==> src/gyro_tilt_gesture_detector_defines.svh <==
// assertion macros for the gyro tilt gesture detector
// used by the top level only, needs clk and rst_n in scope
`ifndef GYRO_TILT_GESTURE_DETECTOR_DEFINES_SVH
`define GYRO_TILT_GESTURE_DETECTOR_DEFINES_SVH

// condition implies consequence in the same cycle
`define GTTG_ASSERT_SAME(label, cond, cons, msg) \
  label: assert property (@(posedge clk) disable iff (!rst_n) (cond) |-> (cons)) \
    else $error(msg);

// condition implies consequence in the next cycle
`define GTTG_ASSERT_NEXT(label, cond, cons, msg) \
  label: assert property (@(posedge clk) disable iff (!rst_n) (cond) |=> (cons)) \
    else $error(msg);

`endif

==> src/gttg_pkg.sv <==
// shared types and constants for the gyro tilt gesture detector
// no dependencies; used by the lane, merge and top modules
package gttg_pkg;

  localparam int RATE_W  = 23;
  localparam int SUM_W   = 28;
  localparam int ANG_W   = 10;
  localparam int REM_W   = 9;
  localparam int THR_W   = 9;
  localparam int CODE_W  = 3;

  // exact floor(mag / 100000) for mag < 2**28 via reciprocal multiply
  localparam int RECIP_W = 29;
  localparam int PROD_W  = SUM_W + RECIP_W;
  localparam int SHIFT   = 45;
  localparam int Q_W     = PROD_W - SHIFT;
  localparam logic [RECIP_W-1:0] RECIP = 29'd351843721;

  localparam logic [Q_W-1:0] TURN1 = 12'd360;
  localparam logic [Q_W-1:0] TURN2 = 12'd720;
  localparam logic [Q_W-1:0] TURN3 = 12'd1080;

  localparam logic [THR_W-1:0] THR_RESET = 9'd15;

  // gesture codes
  localparam logic [CODE_W-1:0] GEST_X_POS = 3'd0;
  localparam logic [CODE_W-1:0] GEST_X_NEG = 3'd1;
  localparam logic [CODE_W-1:0] GEST_Y_POS = 3'd2;
  localparam logic [CODE_W-1:0] GEST_Y_NEG = 3'd3;
  localparam logic [CODE_W-1:0] GEST_Z_POS = 3'd4;
  localparam logic [CODE_W-1:0] GEST_Z_NEG = 3'd5;

  // pending tilt: code + 1, zero when idle
  localparam logic [CODE_W-1:0] PEND_IDLE   = 3'd0;
  localparam logic [CODE_W-1:0] PEND_UNUSED = 3'd7;

  typedef logic signed [ANG_W-1:0] angle_t;

  // lane pipeline controls from the top level
  typedef struct packed {
    logic acc;    // sample word accepted
    logic last;   // accepted word closes the window
    logic en_a;   // stage a may load
    logic en_b;   // stage b may load
    logic en_c;   // stage c may load
  } lane_ctl_t;

endpackage

==> src/gttg_lane.sv <==
// one axis lane: window accumulator, reciprocal divide, remainder 360
// depends on gttg_pkg
module gttg_lane (
  input  logic                                clk,
  input  logic                                rst_n,
  input  gttg_pkg::lane_ctl_t                 ctl,
  input  logic signed [gttg_pkg::RATE_W-1:0]  rate,
  output gttg_pkg::angle_t                    angle
);

  logic signed [gttg_pkg::SUM_W-1:0]  sum_r;
  logic signed [gttg_pkg::SUM_W-1:0]  sum_nxt;
  logic        [gttg_pkg::SUM_W-1:0]  mag_a_r;
  logic                               neg_a_r;
  logic        [gttg_pkg::PROD_W-1:0] prod_b_r;
  logic                               neg_b_r;
  gttg_pkg::angle_t                   angle_c_r;
  logic        [gttg_pkg::Q_W-1:0]    quot;
  logic        [gttg_pkg::Q_W-1:0]    rem_q;
  logic        [gttg_pkg::REM_W-1:0]  rem;

  assign sum_nxt = sum_r + {{(gttg_pkg::SUM_W-gttg_pkg::RATE_W){rate[gttg_pkg::RATE_W-1]}},
                            rate};

  always_ff @(posedge clk) begin
    if (!rst_n) begin
      sum_r <= '0;
    end else if (ctl.acc) begin
      sum_r <= ctl.last ? '0 : sum_nxt;
    end
  end

  // stage a: sign and magnitude of the closed window sum
  always_ff @(posedge clk) begin
    if (ctl.en_a) begin
      neg_a_r <= sum_nxt[gttg_pkg::SUM_W-1];
      mag_a_r <= sum_nxt[gttg_pkg::SUM_W-1] ? gttg_pkg::SUM_W'(-sum_nxt)
                                             : gttg_pkg::SUM_W'(sum_nxt);
    end
  end

  // stage b: multiply by the reciprocal of 100000
  always_ff @(posedge clk) begin
    if (ctl.en_b) begin
      neg_b_r  <= neg_a_r;
      prod_b_r <= gttg_pkg::PROD_W'(mag_a_r) * gttg_pkg::PROD_W'(gttg_pkg::RECIP);
    end
  end

  // stage c: quotient is below 4 turns, so one of three subtractions
  assign quot = prod_b_r[gttg_pkg::PROD_W-1:gttg_pkg::SHIFT];

  always_comb begin
    if (quot >= gttg_pkg::TURN3) begin
      rem_q = quot - gttg_pkg::TURN3;
    end else if (quot >= gttg_pkg::TURN2) begin
      rem_q = quot - gttg_pkg::TURN2;
    end else if (quot >= gttg_pkg::TURN1) begin
      rem_q = quot - gttg_pkg::TURN1;
    end else begin
      rem_q = quot;
    end
  end

  assign rem = rem_q[gttg_pkg::REM_W-1:0];

  always_ff @(posedge clk) begin
    if (ctl.en_c) begin
      angle_c_r <= neg_b_r ? -$signed({1'b0, rem}) : $signed({1'b0, rem});
    end
  end

  assign angle = angle_c_r;

endmodule

==> src/gttg_merge.sv <==
// merge stage: two-phase tilt and return machine over the three lane angles
// holds the output register; depends on gttg_pkg
module gttg_merge (
  input  logic                          clk,
  input  logic                          rst_n,
  input  logic                          in_valid,
  output logic                          in_ready,
  input  gttg_pkg::angle_t              ang_x,
  input  gttg_pkg::angle_t              ang_y,
  input  gttg_pkg::angle_t              ang_z,
  input  logic [gttg_pkg::THR_W-1:0]    thr,
  output logic                          out_valid,
  input  logic                          out_ready,
  output gttg_pkg::angle_t              out_ang_x,
  output gttg_pkg::angle_t              out_ang_y,
  output gttg_pkg::angle_t              out_ang_z,
  output logic                          out_gest_valid,
  output logic [gttg_pkg::CODE_W-1:0]   out_gest_code
);

  localparam int CMP_W = gttg_pkg::ANG_W + 1;

  logic                          valid_r;
  logic [gttg_pkg::CODE_W-1:0]   pend_r;
  logic [gttg_pkg::CODE_W-1:0]   pend_nxt;
  gttg_pkg::angle_t              ax_r, ay_r, az_r;
  logic                          gv_r, gv_nxt;
  logic [gttg_pkg::CODE_W-1:0]   gc_r, gc_nxt;
  logic [gttg_pkg::CODE_W-1:0]   code_p;
  logic signed [CMP_W-1:0]       thr_s;
  logic [2:0]                    below;
  logic [2:0]                    above;
  logic                          back;
  logic                          take;

  assign thr_s = $signed({2'b00, thr});

  assign below[0] = CMP_W'(ang_x) < -thr_s;
  assign below[1] = CMP_W'(ang_y) < -thr_s;
  assign below[2] = CMP_W'(ang_z) < -thr_s;
  assign above[0] = CMP_W'(ang_x) > thr_s;
  assign above[1] = CMP_W'(ang_y) > thr_s;
  assign above[2] = CMP_W'(ang_z) > thr_s;

  assign code_p = pend_r - 3'd1;

  always_comb begin
    case (code_p)
      gttg_pkg::GEST_X_POS: back = below[0];
      gttg_pkg::GEST_X_NEG: back = above[0];
      gttg_pkg::GEST_Y_POS: back = below[1];
      gttg_pkg::GEST_Y_NEG: back = above[1];
      gttg_pkg::GEST_Z_POS: back = below[2];
      gttg_pkg::GEST_Z_NEG: back = above[2];
      default:              back = 1'b0;
    endcase
  end

  always_comb begin
    gv_nxt   = 1'b0;
    gc_nxt   = gttg_pkg::GEST_X_POS;
    pend_nxt = gttg_pkg::PEND_IDLE;
    if (pend_r inside {gttg_pkg::PEND_IDLE, gttg_pkg::PEND_UNUSED}) begin
      // record a tilt, x first, then y, then z
      if (below[0]) begin
        pend_nxt = gttg_pkg::GEST_X_NEG + 3'd1;
      end else if (above[0]) begin
        pend_nxt = gttg_pkg::GEST_X_POS + 3'd1;
      end else if (below[1]) begin
        pend_nxt = gttg_pkg::GEST_Y_NEG + 3'd1;
      end else if (above[1]) begin
        pend_nxt = gttg_pkg::GEST_Y_POS + 3'd1;
      end else if (below[2]) begin
        pend_nxt = gttg_pkg::GEST_Z_NEG + 3'd1;
      end else if (above[2]) begin
        pend_nxt = gttg_pkg::GEST_Z_POS + 3'd1;
      end
    end else if (back) begin
      gv_nxt = 1'b1;
      gc_nxt = code_p;
    end
  end

  assign in_ready = !valid_r || out_ready;
  assign take     = in_valid && in_ready;

  always_ff @(posedge clk) begin
    if (!rst_n) begin
      valid_r <= 1'b0;
      pend_r  <= gttg_pkg::PEND_IDLE;
    end else begin
      if (take) begin
        valid_r <= 1'b1;
        pend_r  <= pend_nxt;
      end else if (out_ready) begin
        valid_r <= 1'b0;
      end
    end
  end

  always_ff @(posedge clk) begin
    if (take) begin
      ax_r <= ang_x;
      ay_r <= ang_y;
      az_r <= ang_z;
      gv_r <= gv_nxt;
      gc_r <= gc_nxt;
    end
  end

  assign out_valid      = valid_r;
  assign out_ang_x      = ax_r;
  assign out_ang_y      = ay_r;
  assign out_ang_z      = az_r;
  assign out_gest_valid = gv_r;
  assign out_gest_code  = gc_r;

endmodule

==> src/gyro_tilt_gesture_detector.sv <==
// a window's closing word reaches the output through registered lane stages a, b, c and the output register
// throughput: one sample word per cycle; a closing word needs room in lane stage a,
// other words are taken even while a result waits at the output
// window sums feed a 28 x 29 reciprocal multiply in each of three axis lanes
// reset (synchronous, rst_n low): sums, sample count and pending tilt cleared,
// threshold back to 15 degrees, no result pending
module gyro_tilt_gesture_detector #(
  parameter int WINDOW_SAMPLES = 20
) (
  input  logic        clk,
  input  logic        rst_n,
  // rate_x [22:0], rate_y [45:23], rate_z [68:46], zero fill [71:69]
  input  logic [71:0] in_tdata,
  input  logic        in_tvalid,
  output logic        in_tready,
  // angle_x [9:0], angle_y [19:10], angle_z [29:20], gesture_valid [30],
  // gesture_code [33:31], zero fill [39:34]
  output logic [39:0] out_tdata,
  output logic        out_tvalid,
  input  logic        out_tready,
  // tilt_threshold_deg [8:0]
  input  logic [8:0]  cfg_data,
  input  logic        cfg_valid,
  output logic        cfg_ready
);

  `include "gyro_tilt_gesture_detector_defines.svh"

  localparam int CNT_W = (WINDOW_SAMPLES > 1) ? $clog2(WINDOW_SAMPLES) : 1;
  localparam logic [CNT_W-1:0] CNT_LAST = CNT_W'(WINDOW_SAMPLES - 1);

  logic [CNT_W-1:0]              cnt_r;
  logic [gttg_pkg::THR_W-1:0]    thr_r;
  logic                          va_r, vb_r, vc_r;
  logic                          last;
  logic                          merge_ready;
  gttg_pkg::lane_ctl_t           ctl;
  gttg_pkg::angle_t              ang_x, ang_y, ang_z;
  gttg_pkg::angle_t              o_ax, o_ay, o_az;
  logic                          o_gv;
  logic [gttg_pkg::CODE_W-1:0]   o_gc;

  assign last     = cnt_r == CNT_LAST;
  assign ctl.en_c = !vc_r || merge_ready;
  assign ctl.en_b = !vb_r || ctl.en_c;
  assign ctl.en_a = !va_r || ctl.en_b;
  assign ctl.last = last;

  // only a closing word pushes into the lane pipeline
  assign in_tready = !last || ctl.en_a;
  assign ctl.acc   = in_tvalid && in_tready;
  assign cfg_ready = 1'b1;

  always_ff @(posedge clk) begin
    if (!rst_n) begin
      cnt_r <= '0;
      thr_r <= gttg_pkg::THR_RESET;
      va_r  <= 1'b0;
      vb_r  <= 1'b0;
      vc_r  <= 1'b0;
    end else begin
      if (ctl.acc) begin
        cnt_r <= last ? '0 : cnt_r + 1'b1;
      end
      if (cfg_valid && cfg_ready) begin
        thr_r <= cfg_data;
      end
      if (ctl.en_a) begin
        va_r <= ctl.acc && last;
      end
      if (ctl.en_b) begin
        vb_r <= va_r;
      end
      if (ctl.en_c) begin
        vc_r <= vb_r;
      end
    end
  end

  gttg_lane u_lane_x (
    .clk   (clk),
    .rst_n (rst_n),
    .ctl   (ctl),
    .rate  (in_tdata[22:0]),
    .angle (ang_x)
  );

  gttg_lane u_lane_y (
    .clk   (clk),
    .rst_n (rst_n),
    .ctl   (ctl),
    .rate  (in_tdata[45:23]),
    .angle (ang_y)
  );

  gttg_lane u_lane_z (
    .clk   (clk),
    .rst_n (rst_n),
    .ctl   (ctl),
    .rate  (in_tdata[68:46]),
    .angle (ang_z)
  );

  gttg_merge u_merge (
    .clk            (clk),
    .rst_n          (rst_n),
    .in_valid       (vc_r),
    .in_ready       (merge_ready),
    .ang_x          (ang_x),
    .ang_y          (ang_y),
    .ang_z          (ang_z),
    .thr            (thr_r),
    .out_valid      (out_tvalid),
    .out_ready      (out_tready),
    .out_ang_x      (o_ax),
    .out_ang_y      (o_ay),
    .out_ang_z      (o_az),
    .out_gest_valid (o_gv),
    .out_gest_code  (o_gc)
  );

  assign out_tdata = {6'd0, o_gc, o_gv, o_az, o_ay, o_ax};

  `GTTG_ASSERT_NEXT(a_close_enters_pipe, ctl.acc && last, va_r,
                    "closing word did not enter lane stage a")
  `GTTG_ASSERT_NEXT(a_stage_c_holds, vc_r && !ctl.en_c, vc_r,
                    "stage c dropped a window while the merge stage was full")
  `GTTG_ASSERT_SAME(a_code_clean, out_tvalid && !out_tdata[30], out_tdata[33:31] == 3'd0,
                    "gesture code set without a gesture")

endmodule
==> config.mk <==
export PLATFORM = sky130hd
export DESIGN_NAME = gyro_tilt_gesture_detector
export DESIGN_NICKNAME = d
export VERILOG_FILES = /design/src/gttg_pkg.sv /design/src/gttg_lane.sv /design/src/gttg_merge.sv /design/src/gyro_tilt_gesture_detector.sv
export VERILOG_INCLUDE_DIRS = /design/src /design/src/src
export SDC_FILE = /design/constraint.sdc
export NUM_CORES = 2
export LEC_CHECK = 0
export BUFFER_PORTS_ARGS = -buffer_cell sky130_fd_sc_hd__buf_2
export CAP_MARGIN = 20
export CORE_MARGIN = 2
export CORE_UTILIZATION = 28
export DETAILED_ROUTE_END_ITERATION = 12
export PLACE_DENSITY = 0.45
export RECOVER_POWER = 100
export SYNTH_ARGS = -nofsm -noshare
export SYNTH_HDL_FRONTEND = slang
export SYNTH_SLANG_ARGS = --single-unit
export TNS_END_PERCENT = 100
==> constraint.sdc <==
create_clock -name clk -period 6.8 [get_ports clk]
set_input_delay 1.36 -clock clk [delete_from_list [all_inputs] [get_ports clk]]
set_output_delay 1.36 -clock clk [all_outputs]
set_load 0.01 [all_outputs]
* After elaboration in Yosys (flattened, before gate mapping)
Index checks and enable logic that the tools add are counted.
Cells by class: $add $sub $neg 21, multiply operators 3, order comparisons 15, equality and inequality tests 7, mux-type cells 30, bitwise logic cells 1, reduce and logical (&&, ||, !) cells 18
Operators with widths (number):
- multiplier 28 x 29 -> 57 bit, second input constant | 3
- 2-to-1 mux 9 bit | 12
- adder 28 bit | 3
- 2-to-1 mux 28 bit | 3
- negator 28 bit | 3
- 2-to-1 mux 27 bit | 3
- >= comparator 12 x 10 -> 1 bit, second input constant | 3
- >= comparator 12 x 11 -> 1 bit, second input constant | 3
- >= comparator 12 x 9 -> 1 bit, second input constant | 3
- < comparator 10 x 11 -> 1 bit | 3
- > comparator 10 bit | 3
- negator 9 -> 10 bit | 3
- subtractor 9 x 6 -> 9 bit, second input constant | 3
- subtractor 9 x 8 -> 9 bit, second input constant | 3
- subtractor 9 bit, second input constant | 3
- 2-to-1 mux 3 bit | 7
- negator 9 -> 11 bit | 1
- == test 3 bit, second input constant | 3
- == test 3 x 2 -> 1 bit, second input constant | 2
- zero test 3 bit | 2
- one-hot mux 1 bit (6 select lines) | 1
- adder 5 x 1 -> 5 bit, second input constant | 1
- == test 5 bit, second input constant | 1
- zero test 1 bit | 5
- 9 further kinds | 18
Word-level totals: bits in registers 430, input bits 86, output and inout bits 43, logic and storage cells 131

* Depth between registers and ports, before layout
depth in word-level cells 8, depth in mapped cells 26, mapped depth without buffers 26

* By module
Synthesis repeated with hierarchy kept, for this count alone.
Unflattened totals: cells, all modules 5911, area, all modules 57943.1 sq um
Modules (own cells, without submodules):
- gttg_lane (u_lane_y) | instances 1, cells an instance 1841, area each 18176.2 sq um, seq. area each 2122.0 sq um
- gttg_lane (u_lane_z) | instances 1, cells an instance 1861, area each 18084.8 sq um, seq. area each 2122.0 sq um
- gttg_lane (u_lane_x) | instances 1, cells an instance 1832, area each 17883.4 sq um, seq. area each 2122.0 sq um
- gttg_merge | instances 1, cells an instance 293, area each 3030.4 sq um, seq. area each 1101.1 sq um
- gyro_tilt_gesture_detector | instances 1, cells an instance 84, area each 768.2 sq um, seq. area each 340.3 sq um

* Worst setup path after synthesis
No wires, ideal clock.
kind reg-to-reg, start register u_lane_z.mag_a_r[8] (netlist bit), end register u_lane_z.prod_b_r[56] (netlist bit), data pin, library setup time 258 ps, arrival time 6536 ps, path slack 6 ps, cell stages (with the launch flop) 23, path buffers 0, path through edfxtp_1 -> fa_1 -> fa_1 -> inv_1 -> fa_1 -> fa_1 -> inv_1 -> fa_1 -> fa_1 -> inv_1 -> fa_1 -> inv_1 -> ha_1 -> nand4_1 -> nor2_1 -> nand2_1 -> nor4_1 -> a211oi_1 -> o31ai_1 -> nand2_1 -> or4_1 -> a311o_1 -> xnor2_1
Between the ends: cells in the longest elaborated chain, start to end 1
Ends and longest elaborated chain:
- start, declared | line gttg_lane.sv:13 | logic [gttg_pkg::SUM_W-1:0] mag_a_r;
- start signal, assigned | line gttg_lane.sv:37 | mag_a_r <= sum_nxt[gttg_pkg::SUM_W-1] ? gttg_pkg::SUM_W'(-sum_nxt)
- multiplier 28 x 29 -> 57 bit | line gttg_lane.sv:46 | prod_b_r <= gttg_pkg::PROD_W'(mag_a_r) * gttg_pkg::PROD_W'(gttg_pkg::RECIP);
- end signal, assigned | line gttg_lane.sv:46
- end, declared | line gttg_lane.sv:15 | logic [gttg_pkg::PROD_W-1:0] prod_b_r;
No other way between the ends. A chain may end at the register's enable or synchronous reset.

* Worst setup path after layout
start register u_lane_x.mag_a_r[8] (netlist bit), end register u_lane_x.prod_b_r[55] (netlist bit), data pin
Between the ends: cells in the longest elaborated chain, start to end 1
Ends and longest elaborated chain (line):
- start, declared | gttg_lane.sv:13
- start signal, assigned | gttg_lane.sv:37
- multiplier 28 x 29 -> 57 bit | gttg_lane.sv:46
- end signal, assigned | gttg_lane.sv:46
- end, declared | gttg_lane.sv:15
No other way between the ends.

==> impl_metrics.ini <==
[logic_synthesis]
syn_area_mm2 = 0.05596
synth_adder_area_share_pct = 55.31
synthXorXnorAreaFrac_pct = 3.759
ys_seq_elements = 295
synth_top_family_by_area = adder cells
ys.flop_type = edfxtp_1
ys_async_sr_fraction_pct = 0
synth-simple-area-share_pct = 6.411
synth-seq-area-share_pct = 13.95
synth-compound-area-share_pct = 9.648
yosysWarnings = 0
syn_area_per_cell_um2 = 9.932
yosys.area.top_type_share_pct = 30.70
ys_types = 93
yosys.area.top_type = fa_1
synth_common_cells = inv_1 (1501), ha_1 (1101), fa_1 (858)
synth_area_leaders = fa_1 (31%), ha_1 (25%), edfxtp_1 (10%)
synth.area.mux_share_pct = 0.2348
yosysMostFrequentCell = inv_1
synth_edf_count = 190
synthCells = 5634

[die]
start_util_pct = 28.08
core_mm2 = 0.1992
rows = 164
ios = 129
die_area_mm2 = 0.2034
die_h_um = 451.0
die_x_um = 451.0

[setup_path]
setup.worst_path.class = reg2reg
reg2reg_depth = 24
crit_required_ps = 7180
critPathArrivalTime_ps = 7110
reg2reg_to = u_lane_x.prod_b_r[55]$_DFFE_PP_
reg2reg_from = u_lane_x.mag_a_r[8]$_DFFE_PP_
start_kind = flop
crit_fanout = 8
r2r_slack_ps = 80
end_kind = flop

[clock_network]
clkLatencyLatePin_ps = 640
cts.htree.levels = 2
cts_made_buffers = 40
cts_tree = built
clock_path_buffers = 3
cts_root_buf = clkbuf_16
cts_num_sinks = 295
path_clk_slew_ps = 60

[min_path]
min_path_cells = 0
hold_class = reg2reg
hold_path.startpoint = u_lane_z.neg_a_r$_DFFE_PP_
holdPathEnd = u_lane_z.neg_b_r$_DFFE_PP_

[placement]
dp.cells = 8813
place_ws_ps = -689.4
dpl.hpwl_mm = 140.0
port_buffers = 118
finalWeightedCongestion = 0.8757

[sta]
rsz0062_at_grt = yes
layout_setup_ws_ps = 76.24
slew_viol_final = 348
fin_skew_ps = 46.22
finalCritPeriodShare_pct = 98.88
relSlewSlack_pct = -153.6
hold_violations = 0
tightest_slew_ps = 3804
finalSetupViolCount = 0
fmax_mhz = 148.7
period_minus_slack_ps = 6724

[route]
via_count = 39710
drc = 0
drtAntennaViolNets = 0
wl_mm = 159.5
post_drt_via_cell_ratio = 4.442
first_pass_iters = 5
drt_iter0_markers = 1600
wire_per_inst_um = 17.84

[global_route]
antenna_found_initial = 30
gr-total-overflow = 0
grt_pass1_wl_mm = 249.7
track_usage_pct = 15.93
grt_max_degree = 65
grt_pass1_vias = 43000

[cells_and_area]
finalNonFillerCells = 8938
area_growth_pct = 17.65
layout-drive-gt1-share_pct = 13.64
fillers = 20600
final_nets = 8289

[outcome]
outcome = finished, violations left
violations = capacitance limit, slew limit

[job]
drv_cap = 9
-- repair_timing --
item | CTS | global route
pin swaps | 58 | 87
hold buffers | 0 | 0
gates resized for setup | 91 | 138
hold endpoints to repair | 0 | 0
endpoints found under the setup margin | 31 | 30
buffers inserted | 19 | 29
-- flip-flops by register name, summed over array words and instances (netlist names), 9 cells and up --
name and flops:
thr_r 9, u_lane_x.angle 10, u_lane_x.mag_a_r 28, u_lane_x.prod_b_r 12, u_lane_x.sum_r 28, u_lane_y.angle 10
u_lane_y.mag_a_r 28, u_lane_y.prod_b_r 12, u_lane_y.sum_r 28, u_lane_z.angle 10, u_lane_z.mag_a_r 28, u_lane_z.prod_b_r 12
u_lane_z.sum_r 28, u_merge.out_ang_x 10, u_merge.out_ang_y 10, u_merge.out_ang_z 10
-- worst max-delay path: stages (launching register included) --
cell	delay (ps)
edfxtp_1	430
buf_6	190
ha_4	310
inv_1	70
fa_1	560
fa_1	470
fa_1	500
fa_1	540
inv_1	50
fa_1	470
inv_1	50
fa_1	470
inv_1	40
ha_1	290
a21o_1	160
a21o_1	200
a21oi_2	160
o21a_1	200
nor2_2	60
o41ai_4	390
o211ai_1	200
o41ai_1	330
buf_4	170
o21ba_2	130
xnor2_1	50
-- final cells by class --
class                   count  area [um2]  share of cell area (%)
clock buffers              51        1082                   1.644
inverters                1503        5648                   8.579
well taps                2656        3323                   5.048
flip-flops and latches    295        7807                   11.86
clock inverters            23       344.1                  0.5227
repair buffers            639        4518                   6.863
diodes                      6       15.01                 0.02281
multi-input cells        3765       43100                   65.46
-- through the flow --
stage,setup TNS (ps),instance area (um2),util [%],hold WS (ps)
CTS,-5.245,65190,32.72,426.4
floorplan,0,55980,-,400.3
global route,-2320,65830,33.04,437.4
finish,0,65830,33.04,424.5
detailed placement,-10530,63180,31.71,412.8
global placement,-9617,63160,31.70,409.9
-- cell families (layout without fill, tap and decap cells) --
| family | Yosys count | after routing |
|---|---|---|
| other | 2 | 13 |
| DFF | 295 | 295 |
| muxes | 13 | 13 |
| AOI/OAI and AO/OA | 819 | 819 |
| adders and majority gates | 1959 | 1959 |
| buffers and inverters | 1579 | 2216 |
| and+or+nand+nor | 729 | 729 |
| xor gates and xnor gates | 238 | 238 |
-- per-layer routing --
layer | track usage (%) | wire (um) | vias to the layer above | share of wire (%)
met5 | 0 | 0 | - | 0
li1 | - | - | 19520 | -
met2 | 28.13 | 78480 | 472 | 49
met4 | 4.175 | 4603 | 0 | 2.9
met3 | 1.392 | 3844 | 164 | 2.4
met1 | 20.77 | 72540 | 19550 | 45
-- how the worst max path moves through the flow --
stage                                       start                               to  slack [ps]  depth (start not counted)
finish              u_lane_x.mag_a_r[8]$_DFFE_PP_  u_lane_x.prod_b_r[55]$_DFFE_PP_          80                         24
detailed placement  u_lane_y.mag_a_r[7]$_DFFE_PP_  u_lane_y.prod_b_r[55]$_DFFE_PP_        -690                         23
CTS                 u_lane_y.mag_a_r[2]$_DFFE_PP_  u_lane_y.prod_b_r[54]$_DFFE_PP_          -5                         24
global route        u_lane_z.mag_a_r[5]$_DFFE_PP_  u_lane_z.prod_b_r[56]$_DFFE_PP_        -180                         24
floorplan           u_lane_z.mag_a_r[8]$_DFFE_PP_  u_lane_z.prod_b_r[56]$_DFFE_PP_           6                         22
global placement    u_lane_y.mag_a_r[7]$_DFFE_PP_  u_lane_y.prod_b_r[55]$_DFFE_PP_        -650                         23
-- cell usage in the layout (no fill, tap or decap), drive strengths merged, types with 91 or more instances in the layout --
cell type  netlist  routed
fa             858     858
nor2           210     210
edfxtp         190     190
inv           1503    1506
xnor2          147     147
dfxtp          105     105
ha            1101    1101
a21o           131     131
clkbuf          60     105
buf             16     585
nand2          166     166
xor2            91      91
a21oi          221     221
o21ai          145     145
Power is not shown: default switching activity piles up to over one toggle a cycle in this logic, so the estimate is an artifact.
